[src/hw/rtl/edmc_pkg.sv]
// Package for the encoder drive move controller.
// Holds the beat types, register indexes, reset values and fixed constants.
// No dependencies.
`default_nettype none

package edmc_pkg;

	localparam int COUNT_BITS_DEF = 16;

	localparam int FIELD_BITS = 16;
	localparam int SPEED_BITS = 16;
	localparam int CFG_INDEX_BITS = 3;
	localparam int CFG_DATA_BITS = 32;

	// configuration register indexes
	localparam logic [CFG_INDEX_BITS-1:0] REG_MOVE_MODE      = 3'd0;
	localparam logic [CFG_INDEX_BITS-1:0] REG_BASE_SPEED     = 3'd1;
	localparam logic [CFG_INDEX_BITS-1:0] REG_DIST_TARGET    = 3'd2;
	localparam logic [CFG_INDEX_BITS-1:0] REG_TURN_TARGET    = 3'd3;
	localparam logic [CFG_INDEX_BITS-1:0] REG_TURN_WINDOW    = 3'd4;
	localparam logic [CFG_INDEX_BITS-1:0] REG_HALF_TURN      = 3'd5;

	localparam logic MODE_STRAIGHT = 1'b0;
	localparam logic MODE_TURN     = 1'b1;

	// register reset values
	localparam logic [8:0]  BASE_SPEED_RST  = 9'd200;
	localparam logic [18:0] TURN_WINDOW_RST = 19'd5139;
	localparam logic [18:0] HALF_TURN_RST   = 19'd403643;

	localparam logic signed [SPEED_BITS-1:0] SLOW_SPEED = 16'sd25;
	localparam logic signed [SPEED_BITS-1:0] SPEED_MAX  = 16'sd32767;
	localparam logic signed [31:0] DEADBAND = 32'sd50;
	localparam logic [1:0] RAMP_TICKS = 2'd3;

	// boost = |drift| / 100 as a reciprocal multiply; any |drift| at or above
	// the limit gives a boost that saturates the speed anyway
	localparam logic [31:0] BOOST_SAT_LIMIT = 32'd3276800;
	localparam int BOOST_IN_BITS = 22;
	localparam logic [22:0] BOOST_RECIP = 23'd5368710;
	localparam int BOOST_SHIFT = 29;

	typedef struct packed {
		logic                  start_req;
		logic [FIELD_BITS-1:0] left_count;
		logic [FIELD_BITS-1:0] right_count;
	} sample_t;

	typedef struct packed {
		logic signed [SPEED_BITS-1:0] right_speed;
		logic signed [SPEED_BITS-1:0] left_speed;
		logic                         done_res;
	} speed_cmd_t;

endpackage

`default_nettype wire

[src/hw/rtl/encoder_drive_move_controller_unit.sv]
// Encoder drive move controller, top level.
// Depends on edmc_pkg for beat types, register indexes and constants.
//
//   channel   direction  handshake                payload
//   sample    in         sample_valid/stall       edmc_pkg::sample_t
//   speed     out        speed_valid/stall        edmc_pkg::speed_cmd_t
//   cfg       in         cfg_valid/cfg_ready      cfg_index, cfg_data
//
// One sample beat per cycle sustained while speed_stall is low; a beat passes
// the input register, the state update into stage 2 and the boost multiply
// into the output register before speed_valid rises.
// The move state updates as a beat leaves the input register.
// arst_n clears control state, move state and registers to their reset values.
// speed_stall holds the output register and backs up through the two
// internal stages to sample_stall; cfg_ready is always high.
`default_nettype none

module encoder_drive_move_controller_unit #(
	parameter int COUNT_BITS = edmc_pkg::COUNT_BITS_DEF
) (
	input  wire                                    clk,
	input  wire                                    arst_n,
	input  wire                                    sample_valid,
	output logic                                   sample_stall,
	input  wire  edmc_pkg::sample_t                sample,
	output logic                                   speed_valid,
	input  wire                                    speed_stall,
	output edmc_pkg::speed_cmd_t                   speed,
	input  wire                                    cfg_valid,
	output logic                                   cfg_ready,
	input  wire  [edmc_pkg::CFG_INDEX_BITS-1:0]    cfg_index,
	input  wire  [edmc_pkg::CFG_DATA_BITS-1:0]     cfg_data
);
	import edmc_pkg::*;

	localparam int CW = COUNT_BITS;
	localparam int PW = (CW < FIELD_BITS) ? CW : FIELD_BITS;
	localparam int SW = ((CW > 32) ? CW : 32) + 2;
	localparam int DW = SW;
	localparam int AW = ((CW + 2 > 24) ? CW + 2 : 24) + 1;

	typedef struct packed {
		logic        start;
		logic        mode;
		logic        ramp;
		logic        turn_neg;
		logic [31:0] total;
		logic [31:0] drift;
		logic [23:0] angle;
	} stage2_t;

	// configuration registers
	logic               move_mode_q;
	logic [8:0]         base_speed_q;
	logic [31:0]        dist_target_q;
	logic signed [19:0] turn_target_q;
	logic [18:0]        turn_window_q;
	logic [18:0]        half_turn_q;

	// move state
	logic [PW-1:0]      prev_l_q;
	logic [PW-1:0]      prev_r_q;
	logic [1:0]         tick_q;
	logic signed [31:0] drift_q;
	logic [31:0]        dist_q;
	logic signed [23:0] angle_q;

	// pipeline
	logic       valid_s1;
	sample_t    sample_s1;
	logic       valid_s2;
	stage2_t    pay_s2;
	logic       speed_valid_q;
	speed_cmd_t speed_q;

	logic adv_out, en2, en1, fire1;

	assign adv_out = !speed_valid_q || !speed_stall;
	assign en2 = !valid_s2 || adv_out;
	assign en1 = !valid_s1 || en2;
	assign fire1 = valid_s1 && en2;
	assign sample_stall = !en1;
	assign cfg_ready = 1'b1;
	assign speed_valid = speed_valid_q;
	assign speed = speed_q;

	always_ff @(posedge clk or negedge arst_n) begin
		if (!arst_n) begin
			move_mode_q <= MODE_STRAIGHT;
			base_speed_q <= BASE_SPEED_RST;
			dist_target_q <= '0;
			turn_target_q <= '0;
			turn_window_q <= TURN_WINDOW_RST;
			half_turn_q <= HALF_TURN_RST;
		end else if (cfg_valid && cfg_ready) begin
			case (cfg_index)
				REG_MOVE_MODE:   move_mode_q <= cfg_data[0];
				REG_BASE_SPEED:  base_speed_q <= cfg_data[8:0];
				REG_DIST_TARGET: dist_target_q <= cfg_data[31:0];
				REG_TURN_TARGET: turn_target_q <= cfg_data[19:0];
				REG_TURN_WINDOW: turn_window_q <= cfg_data[18:0];
				REG_HALF_TURN:   half_turn_q <= cfg_data[18:0];
				default: ;
			endcase
		end
	end

	// ---- stage 1: state update ----
	logic [PW-1:0]        cur_l, cur_r;
	logic [CW-1:0]        dl_fwd, dr_fwd, dl_bwd, dr_bwd;
	logic [CW:0]          turn_sum;
	logic [SW-1:0]        dsum;
	logic [31:0]          dist_new;
	logic signed [DW-1:0] dd;
	logic signed [31:0]   drift_run;
	logic signed [AW-1:0] a_ext, s_ext, a_raw, h_ext, a_wrap;
	logic signed [23:0]   angle_new;
	logic                 ramp;

	always_comb begin
		cur_l = PW'(sample_s1.left_count);
		cur_r = PW'(sample_s1.right_count);
		dl_fwd = CW'(cur_l) - CW'(prev_l_q);
		dr_fwd = CW'(cur_r) - CW'(prev_r_q);
		dl_bwd = CW'(prev_l_q) - CW'(cur_l);
		dr_bwd = CW'(prev_r_q) - CW'(cur_r);
		ramp = tick_q < RAMP_TICKS;

		dsum = SW'(dist_q) + SW'(dl_fwd) + SW'(dr_fwd);
		dist_new = (|dsum[SW-1:32]) ? 32'hFFFF_FFFF : dsum[31:0];

		dd = DW'(drift_q) + DW'($signed({1'b0, dl_fwd})) - DW'($signed({1'b0, dr_fwd}));
		if ((&dd[DW-1:31]) || !(|dd[DW-1:31]))
			drift_run = dd[31:0];
		else
			drift_run = dd[DW-1] ? 32'sh8000_0000 : 32'sh7FFF_FFFF;

		if (turn_target_q[19])
			turn_sum = {1'b0, dl_fwd} + {1'b0, dr_bwd};
		else
			turn_sum = {1'b0, dl_bwd} + {1'b0, dr_fwd};
		a_ext = AW'(angle_q);
		s_ext = AW'({1'b0, turn_sum});
		a_raw = turn_target_q[19] ? a_ext - s_ext : a_ext + s_ext;
		h_ext = AW'({1'b0, half_turn_q});
		if (a_raw > h_ext)
			a_wrap = a_raw - (h_ext + h_ext);
		else if (a_raw < -h_ext)
			a_wrap = a_raw + (h_ext + h_ext);
		else
			a_wrap = a_raw;
		if ((&a_wrap[AW-1:23]) || !(|a_wrap[AW-1:23]))
			angle_new = a_wrap[23:0];
		else
			angle_new = a_wrap[AW-1] ? 24'sh80_0000 : 24'sh7F_FFFF;
	end

	always_ff @(posedge clk or negedge arst_n) begin
		if (!arst_n) begin
			prev_l_q <= '0;
			prev_r_q <= '0;
			tick_q <= '0;
			drift_q <= '0;
			dist_q <= '0;
			angle_q <= '0;
		end else if (fire1) begin
			prev_l_q <= cur_l;
			prev_r_q <= cur_r;
			if (sample_s1.start_req) begin
				tick_q <= '0;
				drift_q <= '0;
				dist_q <= '0;
				angle_q <= '0;
			end else if (move_mode_q == MODE_STRAIGHT) begin
				dist_q <= dist_new;
				if (ramp) begin
					tick_q <= tick_q + 2'd1;
					drift_q <= '0;
				end else begin
					drift_q <= drift_run;
				end
			end else begin
				angle_q <= angle_new;
			end
		end
	end

	always_ff @(posedge clk or negedge arst_n) begin
		if (!arst_n) begin
			valid_s1 <= 1'b0;
			valid_s2 <= 1'b0;
			speed_valid_q <= 1'b0;
		end else begin
			if (en1)
				valid_s1 <= sample_valid;
			if (en2)
				valid_s2 <= valid_s1;
			if (adv_out)
				speed_valid_q <= valid_s2;
		end
	end

	// ---- stage 2: boost and done ----
	speed_cmd_t         speed_next;
	logic signed [31:0] d2;
	logic [31:0]        mag;
	logic               big;
	logic [44:0]        prod;
	logic [16:0]        boosted;
	logic signed [15:0] run_speed, base_s;
	logic signed [24:0] a25, win_hi, win_lo;

	always_comb begin
		d2 = $signed(pay_s2.drift);
		mag = d2[31] ? 32'(-d2) : 32'(d2);
		big = mag >= BOOST_SAT_LIMIT;
		prod = mag[BOOST_IN_BITS-1:0] * BOOST_RECIP;
		boosted = {1'b0, prod[BOOST_SHIFT+15:BOOST_SHIFT]} + 17'(base_speed_q);
		if (big || boosted > 17'(SPEED_MAX))
			run_speed = SPEED_MAX;
		else
			run_speed = boosted[15:0];
		base_s = 16'(base_speed_q);

		a25 = 25'($signed(pay_s2.angle));
		win_hi = 25'(turn_target_q) + 25'({1'b0, turn_window_q});
		win_lo = 25'(turn_target_q) - 25'({1'b0, turn_window_q});

		speed_next = '0;
		if (pay_s2.start) begin
			speed_next = '0;
		end else if (pay_s2.mode == MODE_STRAIGHT) begin
			speed_next.done_res = pay_s2.total > dist_target_q;
			if (pay_s2.ramp) begin
				speed_next.right_speed = SLOW_SPEED;
				speed_next.left_speed = SLOW_SPEED;
			end else begin
				speed_next.right_speed = (d2 > DEADBAND) ? run_speed : base_s;
				speed_next.left_speed = (d2 < -DEADBAND) ? run_speed : base_s;
			end
		end else begin
			speed_next.done_res = (a25 < win_hi) && (a25 > win_lo);
			speed_next.right_speed = pay_s2.turn_neg ? -SLOW_SPEED : SLOW_SPEED;
			speed_next.left_speed = pay_s2.turn_neg ? SLOW_SPEED : -SLOW_SPEED;
		end
	end

	always_ff @(posedge clk) begin
		if (en1)
			sample_s1 <= sample;
		if (en2) begin
			pay_s2.start <= sample_s1.start_req;
			pay_s2.mode <= move_mode_q;
			pay_s2.ramp <= ramp;
			pay_s2.turn_neg <= turn_target_q[19];
			pay_s2.total <= dist_new;
			pay_s2.drift <= drift_run;
			pay_s2.angle <= angle_new;
		end
		if (adv_out)
			speed_q <= speed_next;
	end

`ifndef SYNTHESIS
	a_stall_needs_s1: assert property (@(posedge clk) disable iff (!arst_n)
		sample_stall |-> valid_s1)
		else $error("sample_stall without a beat in the input register");

	a_ramp_drift_zero: assert property (@(posedge clk) disable iff (!arst_n)
		(tick_q != RAMP_TICKS) |-> (drift_q == '0))
		else $error("drift nonzero during ramp ticks");

	a_start_zero: assert property (@(posedge clk) disable iff (!arst_n)
		(valid_s2 && pay_s2.start && adv_out) |=> (speed_valid_q && speed_q == '0))
		else $error("start beat result not zero");

	a_out_from_s2: assert property (@(posedge clk) disable iff (!arst_n)
		(adv_out && !valid_s2) |=> !speed_valid_q)
		else $error("output beat appeared with empty stage 2");
`endif

endmodule

`default_nettype wire
[config.mk]
export PLATFORM = sky130hd
export DESIGN_NAME = encoder_drive_move_controller_unit
export DESIGN_NICKNAME = d
export VERILOG_FILES = /design/src/hw/rtl/edmc_pkg.sv /design/src/hw/rtl/encoder_drive_move_controller_unit.sv
export SDC_FILE = /design/constraint.sdc
export NUM_CORES = 2
export LEC_CHECK = 0
export BUFFER_PORTS_ARGS = -buffer_cell sky130_fd_sc_hd__buf_2
export CAP_MARGIN = 0
export CORE_AREA = 2 2 315 317
export DETAILED_ROUTE_END_ITERATION = 12
export DIE_AREA = 0 0 317 319
export PLACE_DENSITY_LB_ADDON = 0.25
export SLEW_MARGIN = 20
export SYNTH_ARGS = -nofsm -noshare
export SYNTH_HDL_FRONTEND = slang
export SYNTH_SLANG_ARGS = --single-unit
[constraint.sdc]
create_clock -name clk -period 10.9 [get_ports clk]
set_input_delay 1.09 -clock clk [delete_from_list [all_inputs] [get_ports clk]]
set_output_delay 1.09 -clock clk [all_outputs]
set_load 0.05 [all_outputs]
==> results_dict.tcl <==
set metrics [dict create \
    max_freq_mhz 95.9 \
    fin_hold_ws_ps 472 \
    die_y_um 319 \
    first_iter_violations 2262 \
    hpwl_mm 90.6 \
    cp_slowest_stage_delay_ps 540 \
    gp_congestion 0.920 \
    critPathTopFamily "adder cells" \
    arrival_ps 10760 \
    cap_violations 0 \
    syn_area_per_cell_um2 9.17 \
    slowest_stage "fa_1" \
    io_pins 109 \
    ctsHtreeMaxLevel 2 \
    grt_pass1_vias 31200 \
    clkLatencyLatePin_ps 610 \
    synth.most_common_cell "inv_1" \
    area_growth_pct 9.96 \
    die_w_um 317 \
    setup_viol_count_final 0 \
    synth_top_cells_by_count "661 x inv_1, 621 x ha_1, 273 x nand2_1, 267 x nor2_1, 265 x o21ai_0" \
    viasPerCell 5.48 \
    ys_warn_count 0 \
    cts_buffers 47 \
    cts_buffer_depth 3 \
    crit_fanout 18 \
    drive_above_1_share_pct 9.69 \
    routed_wl_mm 112 \
    grt-ovfl-total 0 \
    num_vias 32100 \
    track_usage_pct 22.1 \
    design_area_um2 44800 \
    cts_hold_buf 0 \
    grt_start_max_net_pins 78 \
    seq_area_frac_synth_pct 25.5 \
    async_flop_share_pct 58.7 \
    reg2reg_from "d2[0]$_DFFE_PP_" \
    diodes 0 \
    grt_pass1_wl_mm 176 \
    hold_path_class "in -> async" \
    timing.rr.end "speed[7]$_SDFFCE_PP0P_" \
    crit_required_ps 11230 \
    cts_tree "yes" \
    cpMostUsedCell "fa_1" \
    antenna_found_initial 2 \
    synthesis.area_um2 40700 \
    placementRows 115 \
    core_um2 97700 \
    crit_type "reg -> reg" \
    clock_skew_ps 20.4 \
    finalMaxSlewViolations 0 \
    clock-root-buffer "clkbuf_16" \
    synth-edff-count 158 \
    final.min_clock_period_ps 10430 \
    yosysTopAreaCellShare_pct 19.1 \
    remaining_drc_errors 0 \
    fp.dieArea_um2 101000 \
    nets 5447 \
    end_kind "register" \
    yosys_most_used_dff "dfrtp_1" \
    syn_inst 4442 \
    final_antenna_net_count 0 \
    initial_utilization_pct 41.7 \
    status "complete, no violations" \
    r2r_slack_ps 470 \
    synth_nets 5355 \
    r2r_cells 39 \
    rsz0062_at_grt "yes" \
    min_period_over_period_pct 95.7 \
    yosysUniqueCellTypes 95 \
    hold_viol 0 \
    tightest_slew_ps 1010 \
    crit_path_start_kind "register" \
    placed_area_um2 42900 \
    synth_top_area_cell "ha_1" \
    wl_per_cell_um 19.2 \
    clock_sinks 383 \
    synth_seq_cells 383 \
    max-slew-margin-rel_pct 32.8 \
    critPathBufInv 6 \
    synth_area_leaders "ha_1 19%, dfrtp_1 13%, edfxtp_1 12%" \
    clk_pin_slew_worst_paths_ps 60 \
    dr.pass1.iters 5 \
    portBuffers 107 \
]
## cell type report
| type | count | area [µm²] |
|---|---|---|
| multi-input combinational | 3266 | 27700 |
| inverter | 665 | 2500 |
| sequential | 383 | 10400 |
| tap | 1287 | 1610 |
| timing repair buffer | 171 | 1030 |
| fill | 9323 | 52900 |
| clock buffer | 63 | 1300 |
| clock inverter | 25 | 254 |
## through the flow
step / worst slack [ps] / utilization [%] / TNS (ps) / cells
after floorplan: 624 / - / 0 / 4442
after global placement: -170 / 43.9 / -2880 / 5769
after detailed placement: -188 / 43.9 / -2990 / 5769
after CTS: 58.0 / 45.5 / 0 / 5857
after global routing: -93.2 / 45.8 / -395 / 5860
final: 471 / 45.8 / 0 / 5860
## state kept, by name (all words and copies together), names as in the netlist, 2 cells and up
signal         count
prev_r_q          16
prev_l_q          16
pay_s2            36
drift_q           32
turn_target_q     20
cur_r             16
dist_target_q     32
speed             33
half_turn_q       19
angle_q           24
a25               24
cur_l             16
base_speed_q       9
dist_q            32
tick_q             2
turn_window_q     19
d2                32
## kinds of logic after synthesis
| family | after synthesis | synth area share, % |
|---|---|---|
| AO/OA/AOI/OAI | 1112 | 18.0 |
| XOR/XNOR | 253 | 5.46 |
| adder cells (fa/ha/maj) | 841 | 29.9 |
| buffers and inverters | 793 | 7.39 |
| flip-flops | 383 | 25.5 |
| multiplexers | 71 | 1.94 |
| other | 1 | 0.00921 |
| AND/OR/NAND/NOR | 988 | 11.7 |
## layout by cell type (no fill, tap or decap), drive strengths merged, types with 13 or more instances in the layout
cell	instances
o221ai	19
nor2b	46
mux2	64
a21oi	230
a21o	130
xnor2	184
o21ai	286
xor2	69
nand2b	51
ha	621
nor4	24
o211ai	19
or2	22
and3	37
nor3	68
a221oi	18
or3	26
nand3	58
dfstp	18
a221o	22
a211o	13
buf	171
a211oi	32
o22ai	23
nor2	269
o21a	45
dfrtp	207
o21bai	51
fa	219
a31oi	61
o31ai	25
nand4	51
clkbuf	63
a22o	24
nand2	273
edfxtp	158
and2	18
inv	664
## metal layers
metal,part of all wire (%),track usage [%]
met1,48,32.5
met2,45,35.1
met3,5.1,2.22
met4,2.1,4.70
met5,0.0089,0
## worst max-delay path by stage
stage,cells after the start,from,end
2_1_floorplan,47,prev_l_q[0]$_DFFE_PN0P_,a25[10]$_DFFE_PP_
3_3_place_gp,35,d2[2]$_DFFE_PP_,speed[25]$_SDFFCE_PP0P_
3_5_place_dp,35,d2[2]$_DFFE_PP_,speed[7]$_SDFFCE_PP0P_
4_1_cts,45,prev_r_q[1]$_DFFE_PN0P_,angle_q[19]$_DFFE_PN0P_
5_1_grt,47,cur_l[0]$_DFFE_PN_,angle_q[21]$_DFFE_PN0P_
6_report,39,d2[0]$_DFFE_PP_,speed[7]$_SDFFCE_PP0P_
## timing repair
item / CTS / global route
pin swaps: 0 / 7
setup endpoints to repair: 30 / 76
gates resized for setup: 3 / 62
buffers inserted: 0 / 3
Power is left out: the tool's default activity adds up to more than one toggle a clock period on the data nets, which glitch-free logic cannot reach.
